## config.mk

```make
export PLATFORM = sky130hd
export DESIGN_NAME = tlb_lookup_fifo_lru_flat
export DESIGN_NICKNAME = d
export VERILOG_FILES = /design/src/hdl/tlbfl_pkg.sv /design/src/hdl/tlbfl_ifs.sv /design/src/hdl/tlbfl_array.sv /design/src/hdl/tlb_lookup_fifo_lru.sv /design/src/flat_wrapper.sv
export SDC_FILE = /design/constraint.sdc
export NUM_CORES = 1
export LEC_CHECK = 0
export BUFFER_PORTS_ARGS = -buffer_cell sky130_fd_sc_hd__clkbuf_2
export CAP_MARGIN = 20
export CORE_ASPECT_RATIO = 0.6
export CORE_MARGIN = 1.5
export CORE_UTILIZATION = 35
export CTS_CLUSTER_SIZE = 10
export DETAILED_ROUTE_END_ITERATION = 6
export SLEW_MARGIN = 0
export SYNTH_ARGS = -nofsm -noshare
export SYNTH_HDL_FRONTEND = slang
export SYNTH_SLANG_ARGS = --single-unit
```

## constraint.sdc

```tcl
create_clock -name clk -period 5.97 [get_ports clk]
set_clock_uncertainty 0.05 [all_clocks]
set_input_delay 0.2985 -clock clk [delete_from_list [all_inputs] [get_ports clk]]
set_output_delay 0.2985 -clock clk [all_outputs]
set_load 0.005 [all_outputs]
```

## src/hdl/tlbfl_pkg.sv

```systemverilog
// Package: sizes, operation and mode codes, and request/response types for the TLB.
package tlbfl_pkg;

  localparam int ENTRIES    = 16;
  localparam int PAGE_BITS  = 8;
  localparam int FRAME_BITS = 8;
  localparam int IDX_W      = $clog2(ENTRIES);
  localparam int PTR_W      = $clog2(ENTRIES + 1);
  localparam int RANK_W     = IDX_W;

  localparam logic OP_LOOKUP = 1'b0;
  localparam logic OP_UPDATE = 1'b1;

  localparam logic MODE_FIFO = 1'b0;
  localparam logic MODE_LRU  = 1'b1;

  typedef logic [PAGE_BITS-1:0]  page_t;
  typedef logic [FRAME_BITS-1:0] frame_t;
  typedef logic [IDX_W-1:0]      idx_t;
  typedef logic [PTR_W-1:0]      ptr_t;
  typedef logic [RANK_W-1:0]     rank_t;

  typedef struct packed {
    logic   op;
    page_t  page;
    frame_t frame;
  } req_t;

  typedef struct packed {
    logic   hit;
    frame_t frame;
  } rsp_t;

endpackage

```

## src/hdl/tlbfl_ifs.sv

```systemverilog
// Interfaces: lookup/update request channel, result channel and mode write channel.
interface tlbfl_in_if;
  logic                   valid;
  logic                   ready;
  logic                   op;
  tlbfl_pkg::page_t       page_number;
  tlbfl_pkg::frame_t      frame_number;

  modport source (output valid, op, page_number, frame_number, input ready);
  modport sink   (input valid, op, page_number, frame_number, output ready);
endinterface

interface tlbfl_out_if;
  logic                   valid;
  logic                   ready;
  logic                   hit;
  tlbfl_pkg::frame_t      frame_out;

  modport source (output valid, hit, frame_out, input ready);
  modport sink   (input valid, hit, frame_out, output ready);
endinterface

interface tlbfl_cfg_if;
  logic                   valid;
  logic                   ready;
  logic                   replace_mode;

  modport source (output valid, replace_mode, input ready);
  modport sink   (input valid, replace_mode, output ready);
endinterface

```

## src/hdl/tlbfl_array.sv

```systemverilog
// Entry store: parallel page compare, recency ranks, fill pointer and replacement.
module tlbfl_array (
  input  logic              clk,
  input  logic              rst_n,
  input  logic              req_go,
  input  tlbfl_pkg::req_t   req,
  input  logic              mode,
  output tlbfl_pkg::rsp_t   rsp
);
  import tlbfl_pkg::*;

  logic [ENTRIES-1:0] valid_r, valid_nxt;
  page_t              page_r  [ENTRIES];
  frame_t             frame_r [ENTRIES];
  rank_t              rank_r  [ENTRIES];
  ptr_t               fill_ptr_r, fill_ptr_nxt;

  logic [ENTRIES-1:0] match;
  logic               hit;
  idx_t               hit_idx;
  logic               free_any;
  idx_t               free_idx;
  idx_t               victim_idx;
  idx_t               fifo_idx;
  idx_t               slot;
  logic               do_write;
  logic               do_touch;
  ptr_t               old_rank;

  // Parallel tag compare, lowest index wins
  always_comb begin
    hit_idx    = '0;
    free_idx   = '0;
    victim_idx = '0;
    for (int i = ENTRIES - 1; i >= 0; i--) begin
      match[i] = valid_r[i] && (page_r[i] == req.page);
      if (match[i]) begin
        hit_idx = IDX_W'(i);
      end
      if (!valid_r[i]) begin
        free_idx = IDX_W'(i);
      end
      // ranks form a permutation when full, so the oldest is unique
      if (rank_r[i] == RANK_W'(ENTRIES - 1)) begin
        victim_idx = IDX_W'(i);
      end
    end
    hit      = |match;
    free_any = ~&valid_r;
  end

  assign rsp.hit   = hit;
  assign rsp.frame = hit ? frame_r[hit_idx] : '0;

  assign fifo_idx = (fill_ptr_r >= PTR_W'(ENTRIES)) ? '0 : fill_ptr_r[IDX_W-1:0];

  // Choose the slot and what happens to it
  always_comb begin
    slot         = fifo_idx;
    do_write     = 1'b0;
    do_touch     = 1'b0;
    fill_ptr_nxt = fill_ptr_r;
    if (req_go && req.op == OP_UPDATE) begin
      unique case (mode)
        MODE_FIFO: begin
          slot         = fifo_idx;
          do_write     = 1'b1;
          do_touch     = 1'b1;
          fill_ptr_nxt = PTR_W'(fifo_idx) + PTR_W'(1);
        end
        MODE_LRU: begin
          priority if (hit) begin
            slot     = hit_idx;
            do_touch = 1'b1;
          end else if (free_any) begin
            slot         = free_idx;
            do_write     = 1'b1;
            do_touch     = 1'b1;
            fill_ptr_nxt = PTR_W'(free_idx) + PTR_W'(1);
          end else begin
            slot     = victim_idx;
            do_write = 1'b1;
            do_touch = 1'b1;
          end
        end
        default: begin
          do_write = 1'b0;
        end
      endcase
    end
  end

  assign old_rank = valid_r[slot] ? PTR_W'(rank_r[slot]) : PTR_W'(ENTRIES);

  always_comb begin
    valid_nxt = valid_r;
    if (do_write) begin
      valid_nxt[slot] = 1'b1;
    end
  end

  always_ff @(posedge clk) begin
    if (!rst_n) begin
      valid_r    <= '0;
      fill_ptr_r <= '0;
    end else begin
      valid_r    <= valid_nxt;
      fill_ptr_r <= fill_ptr_nxt;
    end
  end

  // Promote the touched slot; age every entry that was more recent
  always_ff @(posedge clk) begin
    for (int i = 0; i < ENTRIES; i++) begin
      if (do_touch) begin
        if (IDX_W'(i) == slot) begin
          rank_r[i] <= '0;
        end else if (valid_r[i] && (PTR_W'(rank_r[i]) < old_rank)) begin
          rank_r[i] <= rank_r[i] + RANK_W'(1);
        end
      end
      if (do_write && IDX_W'(i) == slot) begin
        page_r[i]  <= req.page;
        frame_r[i] <= req.frame;
      end
    end
  end

endmodule

```

## src/hdl/tlb_lookup_fifo_lru.sv

```systemverilog
// Top level: request register, entry store and result register of the TLB.
// A request is captured in the request register and its result in the result
// register, which offers it; a result not taken holds back the next request.
// One request per cycle is accepted while results are taken; the single-stage
// compare and update against the entry flip-flops sets this figure.
// Reset clears every valid bit, the fill pointer and both channel stages,
// and selects first-in first-out replacement.
module tlb_lookup_fifo_lru (
  input  logic  clk,
  input  logic  rst_n,
  tlbfl_in_if.sink    in_if,
  tlbfl_out_if.source out_if,
  tlbfl_cfg_if.sink   cfg_if
);
  import tlbfl_pkg::*;

  logic   req_valid_r;
  req_t   req_r;
  logic   mode_r;
  logic   out_valid_r;
  rsp_t   out_r;
  rsp_t   rsp;
  logic   advance;

  assign advance     = req_valid_r && (!out_valid_r || out_if.ready);
  assign in_if.ready = !req_valid_r || advance;
  assign cfg_if.ready = 1'b1;

  always_ff @(posedge clk) begin
    if (!rst_n) begin
      req_valid_r <= 1'b0;
      out_valid_r <= 1'b0;
      mode_r      <= MODE_FIFO;
    end else begin
      if (in_if.ready) begin
        req_valid_r <= in_if.valid;
      end
      if (advance) begin
        out_valid_r <= 1'b1;
      end else if (out_if.ready) begin
        out_valid_r <= 1'b0;
      end
      if (cfg_if.valid) begin
        mode_r <= cfg_if.replace_mode;
      end
    end
  end

  // Payload holds without reset
  always_ff @(posedge clk) begin
    if (in_if.ready && in_if.valid) begin
      req_r.op    <= in_if.op;
      req_r.page  <= in_if.page_number;
      req_r.frame <= in_if.frame_number;
    end
    if (advance) begin
      out_r <= rsp;
    end
  end

  tlbfl_array u_array (
    .clk    (clk),
    .rst_n  (rst_n),
    .req_go (advance),
    .req    (req_r),
    .mode   (mode_r),
    .rsp    (rsp)
  );

  assign out_if.valid     = out_valid_r;
  assign out_if.hit       = out_r.hit;
  assign out_if.frame_out = out_r.frame;

endmodule
```

## src/flat_wrapper.sv

```systemverilog
// flat-port wrapper written by rule: the top's interface ports become plain ports
module tlb_lookup_fifo_lru_flat import tlbfl_pkg::*;
  (clk, rst_n, in_if_valid, in_if_op, in_if_page_number, in_if_frame_number, in_if_ready, out_if_valid, out_if_hit, out_if_frame_out, out_if_ready, cfg_if_valid, cfg_if_replace_mode, cfg_if_ready);
  tlbfl_in_if in_if_i ();
  tlbfl_out_if out_if_i ();
  tlbfl_cfg_if cfg_if_i ();
  input  logic clk;
  input  logic rst_n;
  input wire logic [$bits(in_if_i.valid)-1:0] in_if_valid;
  input wire logic [$bits(in_if_i.op)-1:0] in_if_op;
  input wire logic [$bits(in_if_i.page_number)-1:0] in_if_page_number;
  input wire logic [$bits(in_if_i.frame_number)-1:0] in_if_frame_number;
  output wire logic [$bits(in_if_i.ready)-1:0] in_if_ready;
  output wire logic [$bits(out_if_i.valid)-1:0] out_if_valid;
  output wire logic [$bits(out_if_i.hit)-1:0] out_if_hit;
  output wire logic [$bits(out_if_i.frame_out)-1:0] out_if_frame_out;
  input wire logic [$bits(out_if_i.ready)-1:0] out_if_ready;
  input wire logic [$bits(cfg_if_i.valid)-1:0] cfg_if_valid;
  input wire logic [$bits(cfg_if_i.replace_mode)-1:0] cfg_if_replace_mode;
  output wire logic [$bits(cfg_if_i.ready)-1:0] cfg_if_ready;
  assign in_if_i.valid = in_if_valid;
  assign in_if_i.op = in_if_op;
  assign in_if_i.page_number = in_if_page_number;
  assign in_if_i.frame_number = in_if_frame_number;
  assign in_if_ready = in_if_i.ready;
  assign out_if_valid = out_if_i.valid;
  assign out_if_hit = out_if_i.hit;
  assign out_if_frame_out = out_if_i.frame_out;
  assign out_if_i.ready = out_if_ready;
  assign cfg_if_i.valid = cfg_if_valid;
  assign cfg_if_i.replace_mode = cfg_if_replace_mode;
  assign cfg_if_ready = cfg_if_i.ready;
  tlb_lookup_fifo_lru u_core (.clk(clk), .rst_n(rst_n), .in_if(in_if_i), .out_if(out_if_i), .cfg_if(cfg_if_i));
endmodule
```

### Word level (Yosys, flattened, before mapping)

Memories as Yosys holds them, arrays and structs flattened. A register that Yosys moved wholly into a read port is not among the register bits.
Index checks and enable logic that the tools add are counted.

* RAM bits: 320
* output and inout port bits: 12
* bits of input ports: 23
* memories kept: 3
* bits in registers: 42

* magnitude comparators: 19
* add/subtract/negate cells: 18
* reduce and logical (&&, ||, !) cells: 92
* mux-type cells: 317
* bitwise gates (word level): 18
* eq/ne operators: 49

Memories
* u_core.u_array.frame_r: words 16, bits a word 8, read ports 1, clocked after Yosys merged registers in 1, write ports 1, line tlbfl_array.sv:14 `frame_t frame_r [ENTRIES];`
* u_core.u_array.page_r: words 16, bits a word 8, read ports 16, clocked after Yosys merged registers in 0, write ports 1, line tlbfl_array.sv:13 `page_t page_r [ENTRIES];`
* u_core.u_array.rank_r: words 16, bits a word 4, read ports 17, clocked after Yosys merged registers in 0, write ports 16, line tlbfl_array.sv:15 `rank_t rank_r [ENTRIES];`

Operators with widths (number)
* 4-bit two-way mux: 98
* 8-bit two-way mux: 30
* 8-bit OR reduction: 30
* 1-bit two-way mux: 181
* 8-bit == test: 16
* 4-bit by 5-bit < comparator with 1-bit output: 16
* 4-bit by 1-bit adder with 4-bit output, second input constant: 16
* 4-bit == test, second input constant: 16
* 1-bit logical AND: 52
* 4-bit == test, first input constant: 8
* 3-bit by 4-bit == test with 1-bit output, first input constant: 4
* 1-bit OR: 16
* 16-bit OR: 1
* 16-bit AND reduction: 1
* 16-bit OR reduction: 1
* 5-bit two-way mux: 3
* 4-bit by 1-bit adder with 5-bit output, second input constant: 2
* 5-bit case mux with 2 select lines: 1
* 2-bit by 4-bit == test with 1-bit output, first input constant: 2
* 4-bit case mux with 2 select lines: 1
* 5-bit greater-or-equal comparator, second input constant: 1
* 4-bit by 5-bit < comparator with 1-bit output, second input constant: 1
* 1-bit binary-select mux with 4-bit select: 1
* 1-bit demux with 4-bit select: 1
* other kinds (10): 14

### Longest topological paths before layout

An unclocked memory read counts as a cell.

* word-level depth: 42
* mapped depth: 24

### By module

A second synthesis with hierarchy kept.

* cells, all modules: 1564
* area total of the unflattened synthesis: 19318.5 um^2

By module, submodules not included
* tlbfl_array: sequential area each 10029.6 um^2, cells an instance 1524, times used 1, area an instance 18386.4 um^2
* tlb_lookup_fifo_lru: sequential area each 840.8 um^2, cells an instance 40, times used 1, area an instance 932.1 um^2

### Worst setup path before layout

OpenSTA, ideal clock, no wires.

* path kind: register -> register
* start point: reg u_core.req_r[14] (netlist name)
* end point: mem u_core.u_array.rank_r[15][0] (netlist name) (enable)
* slack: 188 ps
* cell stages (with the launch flop): 23
* setup time: 374 ps
* arrival: 5358 ps
* data required time: 5546 ps
* cell sequence: edfxtp_1 buf_2 buf_6 xnor2_1 nand3_1 or3_1 and4_1 and4_1 buf_4 a22o_1 a31oi_4 mux4_2 a22o_1 nor3_4 buf_4 inv_1 nand2_1 ha_1 a21o_1 a21oi_1 nor2b_1 a221oi_2 o32ai_1

RTL lines
* start, declared: line tlb_lookup_fifo_lru.sv:18 `req_t req_r;`
* end, declared: line tlbfl_array.sv:15

==> out/metrics.yaml <==
detailed_routing:
  wl_per_cell_um: 21.1
  drtAntennaViolNets: 0
  vias_per_cell: 5.51
  drt_wl_total_um: 48400
  drcViolationCount: 0
  drtPass1Iterations: 5
  drtIter0Drc: 1336
  via_count: 12600
timing:
  worst_slew_pin_slew_ns: 0.994
  setup_viol: 0
  fin_crit_sh_pct: 97.5
  period_needed_ns: 5.82
  max_slew_margin_pct: 33.7
  fin_ws_ns: 0.148
  rsz0062_at_grt: "yes"
  hold_viol: 0
  max_freq_mhz: 172
  slew_viol_final: 0
floorplanning:
  io_pins: 35
  design.die.area_um2: 54600
  die_x_um: 301
  row_count: 65
  chipHeight_um: 182
  coreArea_um2: 52500
  initial_core_util_pct: 35.4
critical_path:
  cp.arrival_ns: 6.05
  end_kind: "register"
  critical_path_class: "reg -> reg"
  path_max_fanout: 28
  crit_required_ns: 6.19
  worstSetupStartpointType: "register"
cells_and_area:
  nFillCells: 4927
  area_delta_synth_final_pct: 15.4
  final_common_cell: "edfxtp_1"
  fin_util_pct: 40.9
  multi_input_area_um2: 7470
  nets: 1659
  final_cell_mix: "346 x edfxtp_1, 118 x xnor2_1, 113 x nand2_1, 69 x buf_4"
  finalInstanceArea_um2: 21500
  final_cells: 2291
  seqCellArea_um2: 10900
  drive_gt1_share_pct: 15.4
yosys:
  yosys-top-cells-area: "edfxtp_1 56%, xnor2_1 5.6%, ha_1 4.4%"
  synth_top_area_share_pct: 55.8
  synth_cell_types: 73
  synth-seq-area-share_pct: 58.4
  synth_ff_type: "edfxtp_1"
  synth-seq-cells: 370
  postSynthNetCount: 1549
  synth_top_area_cell: "edfxtp_1"
  synth_area_um2: 18600
  post_synth.cell_area_avg_um2: 12.7
  yosysWarningCount: 0
  synthArstFlopShare_pct: 0
  synth-edff-count: 346
  synth_cells: 1461
power_and_ir_drop:
  irDropWorstVdd_v: 0.000215
  combPwrFrac_pct: 4.8
  power_frac_seq_pct: 52.3
  p_sw_w: 0.00121
  total_power_w: 0.00549
  swShare_pct: 22.1
  p_int_w: 0.00428
  p_leak_nw: 7.38
  clkPwrFrac_pct: 43.0
  power_density_nw_per_um2: 256
cts:
  cts_made_buffers: 43
  cts_max_path_buffers: 3
  h-tree-depth: 2
  cts_root_buf: "clkbuf_16"
  cts_sinks: 370
  clk_latency_ns: 0.59
  clk_pin_slew_worst_paths_ns: 0.06
  cts_tree: "done"
placement:
  post-place-ws_ns: 0.0686
  placed_cells: 2207
  io_buffer_count: 33
  place.gp.congestion: 0.937
  dpl_cell_area_um2: 19900
  place_hpwl_um: 33500
global_routing:
  grt_usage_pct: 17.6
  antenna_found_initial: 1
  grt_start_max_net_pins: 33
  grt_pass1_vias: 11900
  gr-total-overflow: 0
  grt_pass1_wl_um: 73400
run_status:
  status: "complete, no violations"
flow_run:
  drv_cap: 0
min_path:
  hold_class: "in -> reg"
==> synth_stat cells (4+ instances only) <==
master and n:
clkbuf_1 32, nor3b_1 10, nor2_1 60, a21oi_1 41
o32ai_1 4, and3_1 13, nand2b_1 15, a21o_1 17
nor4b_1 6, a211oi_1 55, nor2b_1 12, edfxtp_1 346
a311oi_2 7, dfxtp_1 24, and4_1 7, o21a_1 18
o21ai_1 5, a31oi_1 11, o22ai_1 18, xor2_1 44
mux2i_1 60, xnor2_1 118, nor4_1 14, nand4_1 31
nand2_1 113, ha_1 65, inv_1 14, and2_1 5
buf_2 12, mux2_2 36, buf_4 8, o21ai_0 46
nand3_1 65, buf_6 10, nor3_1 43, or3_1 8
o211ai_1 13
==> stage by stage <==
step | setup TNS (ns) | hold slack [ns]
floorplan | 0 | 0.347
global placement | 0 | 0.425
detailed placement | 0 | 0.427
CTS | 0 | 0.281
global route | -0.206 | 0.323
finish | 0 | 0.303
==> cells by family (layout without fill, tap and decap cells) <==
logic type               Yosys count  count (layout)  synth area share [%]
other                              1               2                0.0201
flip-flops                       370             370                  58.4
AND/OR/NAND/NOR                  413             413                  11.4
XOR/XNOR                         162             162                  7.62
AO/OA/AOI/OAI                    272             272                  10.3
adder cells (fa/ha/maj)           65              65                  4.37
buffers and inverters             80             206                  2.26
multiplexers                      98              98                  5.65
==> per-layer routing <==
| metal | vias up | global-route usage, % | part of all wire [%] |
|---|---|---|---|
| li1 | 5827 | - | - |
| met1 | 6217 | 28.3 | 50 |
| met2 | 498 | 22.2 | 37 |
| met3 | 76 | 5.44 | 10 |
| met4 | 0 | 4.52 | 2.0 |
| met5 | - | 0 | 0 |
==> worst paths after layout <==
kind / slack, ns / start / depth (start not counted) / endpoint
worst max-delay path: 0.15 / u_core.u_array.valid_r[7] / 18 / u_core.u_array.rank_r[6][3]
worst min-delay path: 0.30 / rst_n / 2 / u_core.u_array.valid_r[15]
worst max register to register: 0.15 / u_core.u_array.valid_r[7] / 18 / u_core.u_array.rank_r[6][3]
worst min register to register: 0.48 / u_core.u_array.fill_ptr_r[4] / 2 / u_core.u_array.fill_ptr_r[4]
==> layout make-up <==
| class | count | share of cell area, % |
|---|---|---|
| Sequential cell | 370 | 50.6 |
| Multi-Input combinational cell | 1011 | 34.8 |
| Clock buffer | 56 | 5.28 |
| Timing Repair Buffer | 130 | 4.61 |
| Tap cell | 703 | 4.10 |
| Clock inverter | 5 | 0.373 |
| Inverter | 15 | 0.262 |
| Antenna cell | 1 | 0.0117 |
==> power by group through the flow <==
stage               Sequential (W)  Clock, W  Combinational [W]
floorplan                  0.00292         0           0.000167
global placement           0.00292         0           0.000237
detailed placement         0.00292         0           0.000242
CTS                        0.00287   0.00241           0.000254
global route               0.00287   0.00251           0.000286
finish                     0.00287   0.00236           0.000263
==> timing repair <==
| action | in CTS | in global routing |
|---|---|---|
| endpoints found under the setup margin | 0 | 117 |
| resized for setup | 0 | 26 |
| buffers inserted | 0 | 1 |
| hold buffers | 21 | 0 |
| endpoints found under the hold margin | 20 | 0 |
==> state kept, by name (all words and copies together), names as in the netlist <==
signal	count
u_core.u_array.frame_r	128
u_core.u_array.page_r	128
u_core.u_array.rank_r	64
u_core.req_r	17
u_core.u_array.valid_r	16
u_core.out_if.frame_out	8
u_core.u_array.fill_ptr_r	5
u_core.mode_r	1
u_core.out_if.hit	1
u_core.out_if.valid	1
u_core.req_valid_r	1
==> worst max-delay path, cell delays in order (launching register included) <==
cell,delay [ns]
dfxtp_1,0.70
nand4_1,0.29
nor2_1,0.44
nand2_1,0.17
a31oi_1,0.27
a311oi_1,0.14
a22o_1,0.27
a31oi_4,0.25
buf_12,0.23
nand2_1,0.07
and3_1,0.17
a31oi_1,0.41
o22ai_1,0.18
or3_1,0.37
buf_4,0.23
ha_1,0.32
a211oi_1,0.07
a211oi_1,0.58
o22ai_1,0.31
Power figures use the tool's default switching activity.
